==> config.mk <==
export PLATFORM = sky130hd
export DESIGN_NAME = hsv_to_rgb_converter
export DESIGN_NICKNAME = d
export VERILOG_FILES = /design/src/hsv2rgb_pkg.sv /design/src/hsv_to_rgb_converter.sv /design/src/hsv2rgb_front.sv /design/src/hsv2rgb_queue.sv /design/src/hsv2rgb_back.sv
export VERILOG_INCLUDE_DIRS = /design/src /design/src/src
export SDC_FILE = /design/constraint.sdc
export NUM_CORES = 2
export LEC_CHECK = 0
export ABC_AREA = 1
export BUFFER_PORTS_ARGS = -buffer_cell sky130_fd_sc_hd__buf_2
export CAP_MARGIN = 20
export CORE_MARGIN = 2
export CORE_UTILIZATION = 60
export CTS_BUF_LIST = sky130_fd_sc_hd__clkbuf_8
export DETAILED_ROUTE_END_ITERATION = 8
export GPL_ROUTABILITY_DRIVEN = 0
export PLACE_DENSITY_LB_ADDON = 0.2
export SETUP_SLACK_MARGIN = 0.3
export SLEW_MARGIN = 30
export SYNTH_ARGS = -nofsm -noshare
export SYNTH_HDL_FRONTEND = slang
export SYNTH_SLANG_ARGS = --single-unit
export TNS_END_PERCENT = 50
==> constraint.sdc <==
create_clock -name i_clk -period 5.1 [get_ports i_clk]
set_input_delay 0.255 -clock i_clk [delete_from_list [all_inputs] [get_ports i_clk]]
set_output_delay 0.255 -clock i_clk [all_outputs]
set_load 0.005 [all_outputs]
==> src/hsv_to_rgb_converter_assert.svh <==
// Assertion macros for the HSV to RGB converter.
// HSV_ASSERT_IMP: same-cycle implication. HSV_ASSERT_NXT: next-cycle implication.
`ifndef HSV_TO_RGB_CONVERTER_ASSERT_SVH
`define HSV_TO_RGB_CONVERTER_ASSERT_SVH
`ifndef NO_ASSERTIONS
`define HSV_ASSERT_IMP(label, clk, rst_n, ante, cons) \
    label: assert property (@(posedge clk) disable iff (!rst_n) (ante) |-> (cons)) \
        else $error("hsv_to_rgb_converter: assertion failed");
`define HSV_ASSERT_NXT(label, clk, rst_n, ante, cons) \
    label: assert property (@(posedge clk) disable iff (!rst_n) (ante) |=> (cons)) \
        else $error("hsv_to_rgb_converter: assertion failed");
`else
`define HSV_ASSERT_IMP(label, clk, rst_n, ante, cons)
`define HSV_ASSERT_NXT(label, clk, rst_n, ante, cons)
`endif
`endif

==> src/hsv2rgb_pkg.sv <==
package hsv2rgb_pkg;

    typedef struct packed {
        logic signed [15:0] hue;
        logic [7:0]         saturation;
        logic [7:0]         brightness;
    } t_hsv_pixel;

    typedef struct packed {
        logic [7:0] red;
        logic [7:0] green;
        logic [7:0] blue;
        logic       range_error;
    } t_rgb_pixel;

    // hue units per 60 degree sector, and the span of sectors -1..6
    localparam int SECTOR_UNITS = 960;
    localparam int HUE_SPAN     = 8 * SECTOR_UNITS;

    // how the back end builds the pixel
    localparam logic [1:0] KIND_HUE   = 2'd0;
    localparam logic [1:0] KIND_BLACK = 2'd1;
    localparam logic [1:0] KIND_GREY  = 2'd2;
    localparam logic [1:0] KIND_RANGE = 2'd3;

    // hue sectors after folding 6 onto 0 and -1 onto 5
    localparam logic [2:0] SEC_RY = 3'd0;
    localparam logic [2:0] SEC_YG = 3'd1;
    localparam logic [2:0] SEC_GC = 3'd2;
    localparam logic [2:0] SEC_CB = 3'd3;
    localparam logic [2:0] SEC_BM = 3'd4;
    localparam logic [2:0] SEC_MR = 3'd5;

    typedef struct packed {
        logic [1:0] kind;
        logic [2:0] sector;
        logic [9:0] rem;
        logic [7:0] saturation;
        logic [7:0] brightness;
    } t_hsv2rgb_job;

    typedef struct packed {
        logic [1:0] kind;
        logic [2:0] sector;
        logic [7:0] brightness;
    } t_hsv2rgb_tag;

    localparam int QUEUE_DEPTH = 4;
    localparam int QUEUE_AW    = 2;

endpackage

==> src/hsv_to_rgb_converter.sv <==
// HSV to RGB pixel converter. Takes one pixel per clock and delivers one RGB pixel per
// input, in order, sustaining one pixel per clock while the output side keeps up. Each
// pixel is registered by the hue classification register at the input transfer edge,
// then passes through the four-entry queue and the arithmetic pipeline (fraction,
// saturation terms, value scaling, divide by 255, channel select) to the output. When
// the output stalls, the pipeline and queue fill and then the input stall rises; the
// front end stalls only when the queue is full. Hue is in 1/16 degree, sectors -1
// through 6 are valid, black and grey pixels bypass the hue check.
`include "hsv_to_rgb_converter_assert.svh"

module hsv_to_rgb_converter #(
    parameter int FRACTION_BITS = 10
) (
    input  logic                    i_clk,
    input  logic                    i_rst_n,
    input  logic                    i_valid,
    output logic                    o_stall,
    input  hsv2rgb_pkg::t_hsv_pixel i_pixel,
    output logic                    o_valid,
    input  logic                    i_stall,
    output hsv2rgb_pkg::t_rgb_pixel o_pixel
);
    import hsv2rgb_pkg::*;

    logic         w_f_valid;
    logic         w_q_full;
    t_hsv2rgb_job w_f_job;
    logic         w_q_valid;
    logic         w_back_stall;
    t_hsv2rgb_job w_q_job;
    logic         w_q_pop;

    hsv2rgb_front u_front (
        .i_clk   (i_clk),
        .i_rst_n (i_rst_n),
        .i_valid (i_valid),
        .o_stall (o_stall),
        .i_pixel (i_pixel),
        .o_valid (w_f_valid),
        .i_stall (w_q_full),
        .o_job   (w_f_job)
    );

    hsv2rgb_queue u_queue (
        .i_clk   (i_clk),
        .i_rst_n (i_rst_n),
        .i_valid (w_f_valid),
        .o_stall (w_q_full),
        .i_job   (w_f_job),
        .o_valid (w_q_valid),
        .i_stall (w_back_stall),
        .o_job   (w_q_job)
    );

    hsv2rgb_back #(
        .FRACTION_BITS (FRACTION_BITS)
    ) u_back (
        .i_clk   (i_clk),
        .i_rst_n (i_rst_n),
        .i_valid (w_q_valid),
        .o_stall (w_back_stall),
        .i_job   (w_q_job),
        .o_valid (o_valid),
        .i_stall (i_stall),
        .o_pixel (o_pixel)
    );

    assign w_q_pop = w_q_valid && !w_back_stall;

    `HSV_ASSERT_IMP(a_err_black, i_clk, i_rst_n, o_valid && o_pixel.range_error,
        (o_pixel.red == 8'd0) && (o_pixel.green == 8'd0) && (o_pixel.blue == 8'd0))
    `HSV_ASSERT_NXT(a_full_holds, i_clk, i_rst_n, w_q_full && !w_q_pop, w_q_full)
    `HSV_ASSERT_NXT(a_front_holds, i_clk, i_rst_n, o_stall, w_f_valid)

endmodule

==> src/hsv2rgb_front.sv <==
module hsv2rgb_front (
    input  logic                      i_clk,
    input  logic                      i_rst_n,
    input  logic                      i_valid,
    output logic                      o_stall,
    input  hsv2rgb_pkg::t_hsv_pixel   i_pixel,
    output logic                      o_valid,
    input  logic                      i_stall,
    output hsv2rgb_pkg::t_hsv2rgb_job o_job
);
    import hsv2rgb_pkg::*;

    logic signed [16:0] w_shift;
    logic               w_out;
    logic [12:0]        w_pos;
    logic [12:0]        w_base;
    logic [2:0]         w_idx;
    logic               w_take;
    t_hsv2rgb_job       n_job;
    t_hsv2rgb_job       r_job;
    logic               r_vld;

    always_comb begin
        // shift by one sector so sector -1 lands on index 0
        w_shift = 17'(i_pixel.hue) + 17'(SECTOR_UNITS);
        w_out   = w_shift[16] || (w_shift >= 17'(HUE_SPAN));
        w_pos   = w_shift[12:0];
        w_idx   = '0;
        w_base  = '0;
        for (int k = 1; k < 8; k++) begin
            if (w_pos >= 13'(k * SECTOR_UNITS)) begin
                w_idx  = 3'(k);
                w_base = 13'(k * SECTOR_UNITS);
            end
        end

        n_job.saturation = i_pixel.saturation;
        n_job.brightness = i_pixel.brightness;
        n_job.rem        = 10'(w_pos - w_base);
        case (w_idx)
            3'd0:    n_job.sector = SEC_MR;
            3'd7:    n_job.sector = SEC_RY;
            default: n_job.sector = 3'(w_idx - 3'd1);
        endcase

        if (i_pixel.brightness == 8'd0) begin
            n_job.kind = KIND_BLACK;
        end else if (i_pixel.saturation == 8'd0) begin
            n_job.kind = KIND_GREY;
        end else if (w_out) begin
            n_job.kind = KIND_RANGE;
        end else begin
            n_job.kind = KIND_HUE;
        end
    end

    assign o_stall = r_vld && i_stall;
    assign w_take  = i_valid && !o_stall;
    assign o_valid = r_vld;
    assign o_job   = r_job;

    always_ff @(posedge i_clk) begin
        if (!i_rst_n) begin
            r_vld <= 1'b0;
        end else if (w_take) begin
            r_vld <= 1'b1;
        end else if (!i_stall) begin
            r_vld <= 1'b0;
        end
    end

    always_ff @(posedge i_clk) begin
        if (w_take) begin
            r_job <= n_job;
        end
    end

endmodule

==> src/hsv2rgb_queue.sv <==
module hsv2rgb_queue (
    input  logic                      i_clk,
    input  logic                      i_rst_n,
    input  logic                      i_valid,
    output logic                      o_stall,
    input  hsv2rgb_pkg::t_hsv2rgb_job i_job,
    output logic                      o_valid,
    input  logic                      i_stall,
    output hsv2rgb_pkg::t_hsv2rgb_job o_job
);
    import hsv2rgb_pkg::*;

    t_hsv2rgb_job          r_mem [QUEUE_DEPTH];
    logic [QUEUE_AW-1:0]   r_wr;
    logic [QUEUE_AW-1:0]   r_rd;
    logic [QUEUE_AW:0]     r_cnt;
    logic                  w_push;
    logic                  w_pop;

    assign o_stall = (r_cnt == (QUEUE_AW + 1)'(QUEUE_DEPTH));
    assign o_valid = (r_cnt != '0);
    assign o_job   = r_mem[r_rd];
    assign w_push  = i_valid && !o_stall;
    assign w_pop   = o_valid && !i_stall;

    always_ff @(posedge i_clk) begin
        if (!i_rst_n) begin
            r_wr  <= '0;
            r_rd  <= '0;
            r_cnt <= '0;
        end else begin
            if (w_push) begin
                r_wr <= r_wr + 1'b1;
            end
            if (w_pop) begin
                r_rd <= r_rd + 1'b1;
            end
            if (w_push && !w_pop) begin
                r_cnt <= r_cnt + 1'b1;
            end else if (w_pop && !w_push) begin
                r_cnt <= r_cnt - 1'b1;
            end
        end
    end

    always_ff @(posedge i_clk) begin
        if (w_push) begin
            r_mem[r_wr] <= i_job;
        end
    end

endmodule

==> src/hsv2rgb_back.sv <==
module hsv2rgb_back #(
    parameter int FRACTION_BITS = 10
) (
    input  logic                      i_clk,
    input  logic                      i_rst_n,
    input  logic                      i_valid,
    output logic                      o_stall,
    input  hsv2rgb_pkg::t_hsv2rgb_job i_job,
    output logic                      o_valid,
    input  logic                      i_stall,
    output hsv2rgb_pkg::t_rgb_pixel   o_pixel
);
    import hsv2rgb_pkg::*;

    localparam int FB = FRACTION_BITS;
    // floor(y/15) = (y * RECIP15) >> (FB+8), exact for y below 2^(FB+4)
    localparam logic [FB+4:0] RECIP15 =
        (FB + 5)'(((64'd1 << (FB + 8)) + 64'd14) / 64'd15);
    localparam int RECIP15_SHIFT = FB + 8;
    // floor(z/255) = (z * 65794) >> 24, exact for 16-bit z
    localparam logic [16:0] RECIP255 = 17'd65794;
    localparam int RECIP255_SHIFT = 24;
    localparam logic [FB:0]   ONE  = (FB + 1)'(1) << FB;
    localparam logic [FB+7:0] FULL = (FB + 8)'(255) << FB;

    logic w_adv0, w_adv1, w_adv2, w_adv3, w_adv4;
    logic r_vld0, r_vld1, r_vld2, r_vld3, r_vld4;

    // stage 0: fraction
    logic [FB+3:0]   w_y;
    logic [2*FB+8:0] w_fprod;
    logic [FB-1:0]   r_f0;
    logic [7:0]      r_s0;
    t_hsv2rgb_tag    r_tag0;

    // stage 1: saturation terms
    logic [FB+7:0]   w_sf;
    logic [FB+7:0]   w_sg;
    logic [FB:0]     w_gf;
    logic [FB+7:0]   r_aq1;
    logic [FB+7:0]   r_at1;
    logic [7:0]      r_sinv1;
    t_hsv2rgb_tag    r_tag1;

    // stage 2: scale by value
    logic [FB+15:0]  w_pq;
    logic [FB+15:0]  w_pt;
    logic [15:0]     w_pp;
    logic [15:0]     r_zq2;
    logic [15:0]     r_zt2;
    logic [15:0]     r_zp2;
    t_hsv2rgb_tag    r_tag2;

    // stage 3: divide by 255
    logic [32:0]     w_dq;
    logic [32:0]     w_dt;
    logic [32:0]     w_dp;
    logic [7:0]      r_q3;
    logic [7:0]      r_t3;
    logic [7:0]      r_p3;
    t_hsv2rgb_tag    r_tag3;

    // stage 4: channel select
    t_rgb_pixel      n_pix;
    t_rgb_pixel      r_pix4;

    assign w_adv4  = !r_vld4 || !i_stall;
    assign w_adv3  = !r_vld3 || w_adv4;
    assign w_adv2  = !r_vld2 || w_adv3;
    assign w_adv1  = !r_vld1 || w_adv2;
    assign w_adv0  = !r_vld0 || w_adv1;
    assign o_stall = !w_adv0;
    assign o_valid = r_vld4;
    assign o_pixel = r_pix4;

    always_ff @(posedge i_clk) begin
        if (!i_rst_n) begin
            r_vld0 <= 1'b0;
            r_vld1 <= 1'b0;
            r_vld2 <= 1'b0;
            r_vld3 <= 1'b0;
            r_vld4 <= 1'b0;
        end else begin
            if (w_adv0) begin
                r_vld0 <= i_valid;
            end
            if (w_adv1) begin
                r_vld1 <= r_vld0;
            end
            if (w_adv2) begin
                r_vld2 <= r_vld1;
            end
            if (w_adv3) begin
                r_vld3 <= r_vld2;
            end
            if (w_adv4) begin
                r_vld4 <= r_vld3;
            end
        end
    end

    // rem * 2^FB / 960 == (rem << (FB-6)) / 15
    assign w_y     = (FB + 4)'(i_job.rem) << (FB - 6);
    assign w_fprod = w_y * RECIP15;

    always_ff @(posedge i_clk) begin
        if (w_adv0) begin
            r_f0              <= w_fprod[RECIP15_SHIFT +: FB];
            r_s0              <= i_job.saturation;
            r_tag0.kind       <= i_job.kind;
            r_tag0.sector     <= i_job.sector;
            r_tag0.brightness <= i_job.brightness;
        end
    end

    assign w_gf = ONE - {1'b0, r_f0};
    assign w_sf = r_s0 * r_f0;
    assign w_sg = r_s0 * w_gf;

    always_ff @(posedge i_clk) begin
        if (w_adv1) begin
            r_aq1   <= FULL - w_sf;
            r_at1   <= FULL - w_sg;
            r_sinv1 <= 8'd255 - r_s0;
            r_tag1  <= r_tag0;
        end
    end

    assign w_pq = r_tag1.brightness * r_aq1;
    assign w_pt = r_tag1.brightness * r_at1;
    assign w_pp = r_tag1.brightness * r_sinv1;

    always_ff @(posedge i_clk) begin
        if (w_adv2) begin
            r_zq2  <= w_pq[FB +: 16];
            r_zt2  <= w_pt[FB +: 16];
            r_zp2  <= w_pp;
            r_tag2 <= r_tag1;
        end
    end

    assign w_dq = r_zq2 * RECIP255;
    assign w_dt = r_zt2 * RECIP255;
    assign w_dp = r_zp2 * RECIP255;

    always_ff @(posedge i_clk) begin
        if (w_adv3) begin
            r_q3   <= w_dq[RECIP255_SHIFT +: 8];
            r_t3   <= w_dt[RECIP255_SHIFT +: 8];
            r_p3   <= w_dp[RECIP255_SHIFT +: 8];
            r_tag3 <= r_tag2;
        end
    end

    always_comb begin
        n_pix = '0;
        case (r_tag3.kind)
            KIND_GREY: begin
                n_pix.red   = r_tag3.brightness;
                n_pix.green = r_tag3.brightness;
                n_pix.blue  = r_tag3.brightness;
            end
            KIND_RANGE: begin
                n_pix.range_error = 1'b1;
            end
            KIND_HUE: begin
                case (r_tag3.sector)
                    SEC_RY: begin
                        n_pix.red = r_tag3.brightness; n_pix.green = r_t3; n_pix.blue = r_p3;
                    end
                    SEC_YG: begin
                        n_pix.red = r_q3; n_pix.green = r_tag3.brightness; n_pix.blue = r_p3;
                    end
                    SEC_GC: begin
                        n_pix.red = r_p3; n_pix.green = r_tag3.brightness; n_pix.blue = r_t3;
                    end
                    SEC_CB: begin
                        n_pix.red = r_p3; n_pix.green = r_q3; n_pix.blue = r_tag3.brightness;
                    end
                    SEC_BM: begin
                        n_pix.red = r_t3; n_pix.green = r_p3; n_pix.blue = r_tag3.brightness;
                    end
                    SEC_MR: begin
                        n_pix.red = r_tag3.brightness; n_pix.green = r_p3; n_pix.blue = r_q3;
                    end
                    default: begin
                        n_pix = '0;
                    end
                endcase
            end
            default: begin
                n_pix = '0;
            end
        endcase
    end

    always_ff @(posedge i_clk) begin
        if (w_adv4) begin
            r_pix4 <= n_pix;
        end
    end

endmodule

==> impl_metrics.py <==
metrics = {
    "sta": {
        "period_needed_ns": 5.141,
        "post-route-period-util_pct": 100.8,
        "hold_viol_final": 0,
        "fmax_mhz": 194.5,
        "fin_ws_ns": -0.04121,
        "finClkSkew_ns": 0.06209,
        "worstMarginPinSlew_ns": 0.7766,
        "rsz0062_at_grt": "yes",
        "setup_viol": 4,
        "slew_headroom_pct": 48.23,
        "drv_slew": 0,
    },
    "clocking": {
        "clk_pin_slew_ns": 0.07,
        "cts_buffers": 66,
        "clock_latency_ns": 0.69,
        "clk_path_buf_depth": 3,
        "clock-sinks": 380,
        "cts_tree": "yes",
        "htreeDepth": 3,
        "cts_root_buffer": "clkbuf_8",
    },
    "global_route": {
        "met3_usage_pct": 2.951,
        "grt-busiest-layer": "met2",
        "grt_pass1_wl_um": 128000,
        "use_met1_pct": 31.84,
        "grt_max_degree": 63,
        "grt_pass1_vias": 26750,
        "grt_overflow": 0,
        "grt_use_total_pct": 24.94,
        "antenna_found_initial": 2,
        "met2_usage_pct": 44.19,
    },
    "setup_path": {
        "arrival_ns": 5.56,
        "endpoint_kind": "flop",
        "path_class": "reg -> reg",
        "critPathRequiredTime_ns": 5.52,
        "ff2ff_path_depth": 26,
        "crit_path_max_fanout": 4,
        "start_kind": "flop",
    },
    "detailed_routing": {
        "ant_nets": 0,
        "drt_wl_total_um": 77850,
        "viasPerCell": 5.327,
        "wire_per_inst_um": 15.65,
        "first_iter_violations": 1403,
        "vias": 26510,
        "drcViolationCount": 0,
        "drt_first_pass_iters": 5,
    },
    "synthesis": {
        "synth_cell_types": 62,
        "synth-seq-cells": 380,
        "synth_cells": 4017,
        "async_flop_share_pct": 0,
        "synth_edf_count": 365,
        "ys.flop_type": "edfxtp_1",
        "ys_seq_area_share_pct": 30.84,
        "ys_warn_count": 0,
        "syn_nets": 4867,
        "avgSynthCellArea_um2": 9.089,
        "netlist_area_mm2": 0.03651,
    },
    "cells_and_area": {
        "mostFrequentLayoutCells": "inv_1 (913), nand2_1 (757), ha_1 (455)",
        "layout_commonest_cell": "inv_1",
        "synthToLayoutAreaGrowth_pct": 10.12,
        "finalInstanceArea_mm2": 0.04021,
        "num-fill-cells": 4720,
        "drive_above_1_share_pct": 9.685,
        "fin_nets": 4994,
    },
    "run_status": {
        "violations": "negative setup slack",
        "status": "finished, violations left",
    },
    "die": {
        "dieHeight_um": 250.7,
        "core_area_mm2": 0.06025,
        "dieWidth_um": 250.7,
        "ios": 63,
        "die_area_mm2": 0.06284,
        "start_util_pct": 60.60,
        "fp-row-count": 90,
    },
    "job": {
        "max-cap-violations": 0,
    },
    "worst_hold_path": {
        "hold_depth": 5,
        "hold_path.class": "in -> reg",
    },
    "placement": {
        "numPortBuffers": 62,
        "hpwlAfterDp_um": 58190,
        "placed_cell_area_mm2": 0.03797,
    },
}
==> synth_stat cells, types with 3 or more instances <==
cell / number / area, µm²
nand2_1: 781 / 2932
nor4_1: 6 / 37.54
nor2_4: 3 / 33.78
ha_1: 472 / 5906
nand3b_1: 4 / 30.03
inv_2: 5 / 18.77
buf_2: 4 / 20.02
nand2_2: 8 / 50.05
and2_1: 4 / 25.02
o21ai_0: 160 / 800.8
clkbuf_2: 31 / 155.2
a221oi_1: 4 / 35.03
buf_6: 3 / 33.78
o21ai_1: 14 / 70.07
xnor2_1: 35 / 306.5
dfxtp_1: 15 / 300.3
nor2_1: 248 / 930.9
o22ai_1: 50 / 312.8
clkbuf_1: 87 / 326.6
o21bai_1: 14 / 105.1
inv_1: 909 / 3412
o221ai_1: 3 / 26.28
edfxtp_1: 365 / 10960
clkinv_1: 4 / 15.01
nor2_2: 5 / 31.28
xor2_1: 67 / 586.8
fa_1: 342 / 6847
a21oi_1: 177 / 885.9
nand3_2: 4 / 40.04
buf_1: 3 / 11.26
o21a_1: 7 / 52.55
a31oi_1: 15 / 93.84
o31ai_1: 3 / 22.52
nor3_1: 15 / 75.07
a21o_1: 12 / 90.09
a211oi_1: 26 / 195.2
nand4_1: 24 / 150.1
nand3_1: 58 / 290.3
==> area by class of cell <==
| cell class | instances | area [µm²] | area share (%) |
|---|---|---|---|
| multi-input combinational | 2589 | 21770 | 54.15 |
| timing repair buffer | 187 | 1491 | 3.709 |
| clock buffer | 68 | 935.9 | 2.328 |
| antenna | 2 | 5.005 | 0.01245 |
| inverter | 920 | 3472 | 8.636 |
| clock inverter | 48 | 289.0 | 0.7189 |
| tap | 782 | 978.4 | 2.434 |
| sequential | 380 | 11260 | 28.01 |
==> metal layers <==
layer / vias to the layer above / share of wire [%]
met4: 0 / 3.0
met2: 703 / 50
met1: 12660 / 42
met3: 157 / 4.9
li1: 12980 / -
met5: - / 0
==> path summary, 6_finish.rpt <==
kind | start | to | slack [ns]
max | u_back.r_f0[0]$_DFFE_PN_ | u_back.r_at1[13]$_DFFE_PP_ | -0.04
min | i_pixel[29] | u_front.o_job[30]$_SDFFCE_PN0P_ | 0.06
max reg2reg | u_back.r_f0[0]$_DFFE_PN_ | u_back.r_at1[13]$_DFFE_PP_ | -0.04
min reg2reg | u_back.r_tag2[2]$_DFFE_PP_ | u_back.r_tag3[2]$_DFFE_PP_ | 0.39
==> sequential cells by signal (all words and copies together) (netlist names), 10 cells and up, named ones only <==
signal / count
u_queue.r_mem: 124
u_back.r_at1: 18
u_back.r_tag0: 13
u_back.r_zq2: 16
u_back.r_zp2: 16
u_back.r_tag2: 13
u_back.r_tag3: 13
u_back.r_f0: 10
u_back.r_tag1: 13
u_front.o_job: 31
u_back.r_zt2: 16
u_back.r_aq1: 17
u_back.o_pixel: 25
==> kinds of logic (layout without fill, tap and decap cells) <==
kind of cell,count (synthesis),after routing,synth area share [%]
other,0,2,0
AO/OA/AOI/OAI,500,500,7.759
XOR/XNOR,102,102,2.447
flip-flops,380,380,30.84
buffers and inverters,1048,1223,10.98
AND/OR/NAND/NOR,1173,1173,13.05
adder cells (fa/ha/maj),814,814,34.93
==> stage by stage <==
stage,std cells,util (%),setup WS [ns],TNS (ns),hold WS [ns]
6_report,4976,66.74,-0.04121,-0.1395,0.05841
5_1_grt,4976,66.74,-0.2447,-1.214,0.08691
4_1_cts,4949,65.75,0.01289,0,0.01227
3_5_place_dp,4797,63.02,-0.01609,-0.01609,0.4045
3_3_place_gp,4797,63.02,0.05131,0,0.4008
2_1_floorplan,4017,-,0.1587,0,0.3539
==> critical path, cell delays in order (launching register included) <==
cell and delay, ns:
edfxtp_1 0.46, inv_2 0.11, ha_4 0.15, nand2_4 0.05, nor2_4 0.07, nand2_2 0.06, or3_4 0.39, nor2_1 0.10
nand2_1 0.07, clkinv_2 0.06, nor2_4 0.04, inv_2 0.06, nor2_2 0.04, fa_1 0.51, inv_2 0.04, fa_1 0.51
inv_1 0.05, fa_1 0.46, fa_1 0.53, inv_2 0.05, ha_4 0.26, buf_6 0.13, a21oi_4 0.17, o21ai_2 0.10
a21oi_2 0.15, o21ai_1 0.10, xor2_1 0.15
==> what timing repair did <==
action,4_1_cts,5_1_grt
pin swaps,16,36
setup endpoints to repair,8,27
gates resized for setup,20,98
buffers inserted,9,21
hold buffers,27,0
cloned,0,4
endpoints found under the hold margin,34,0
Power is not shown: default switching activity piles up to over one toggle a cycle in this logic, so the estimate is an artifact.
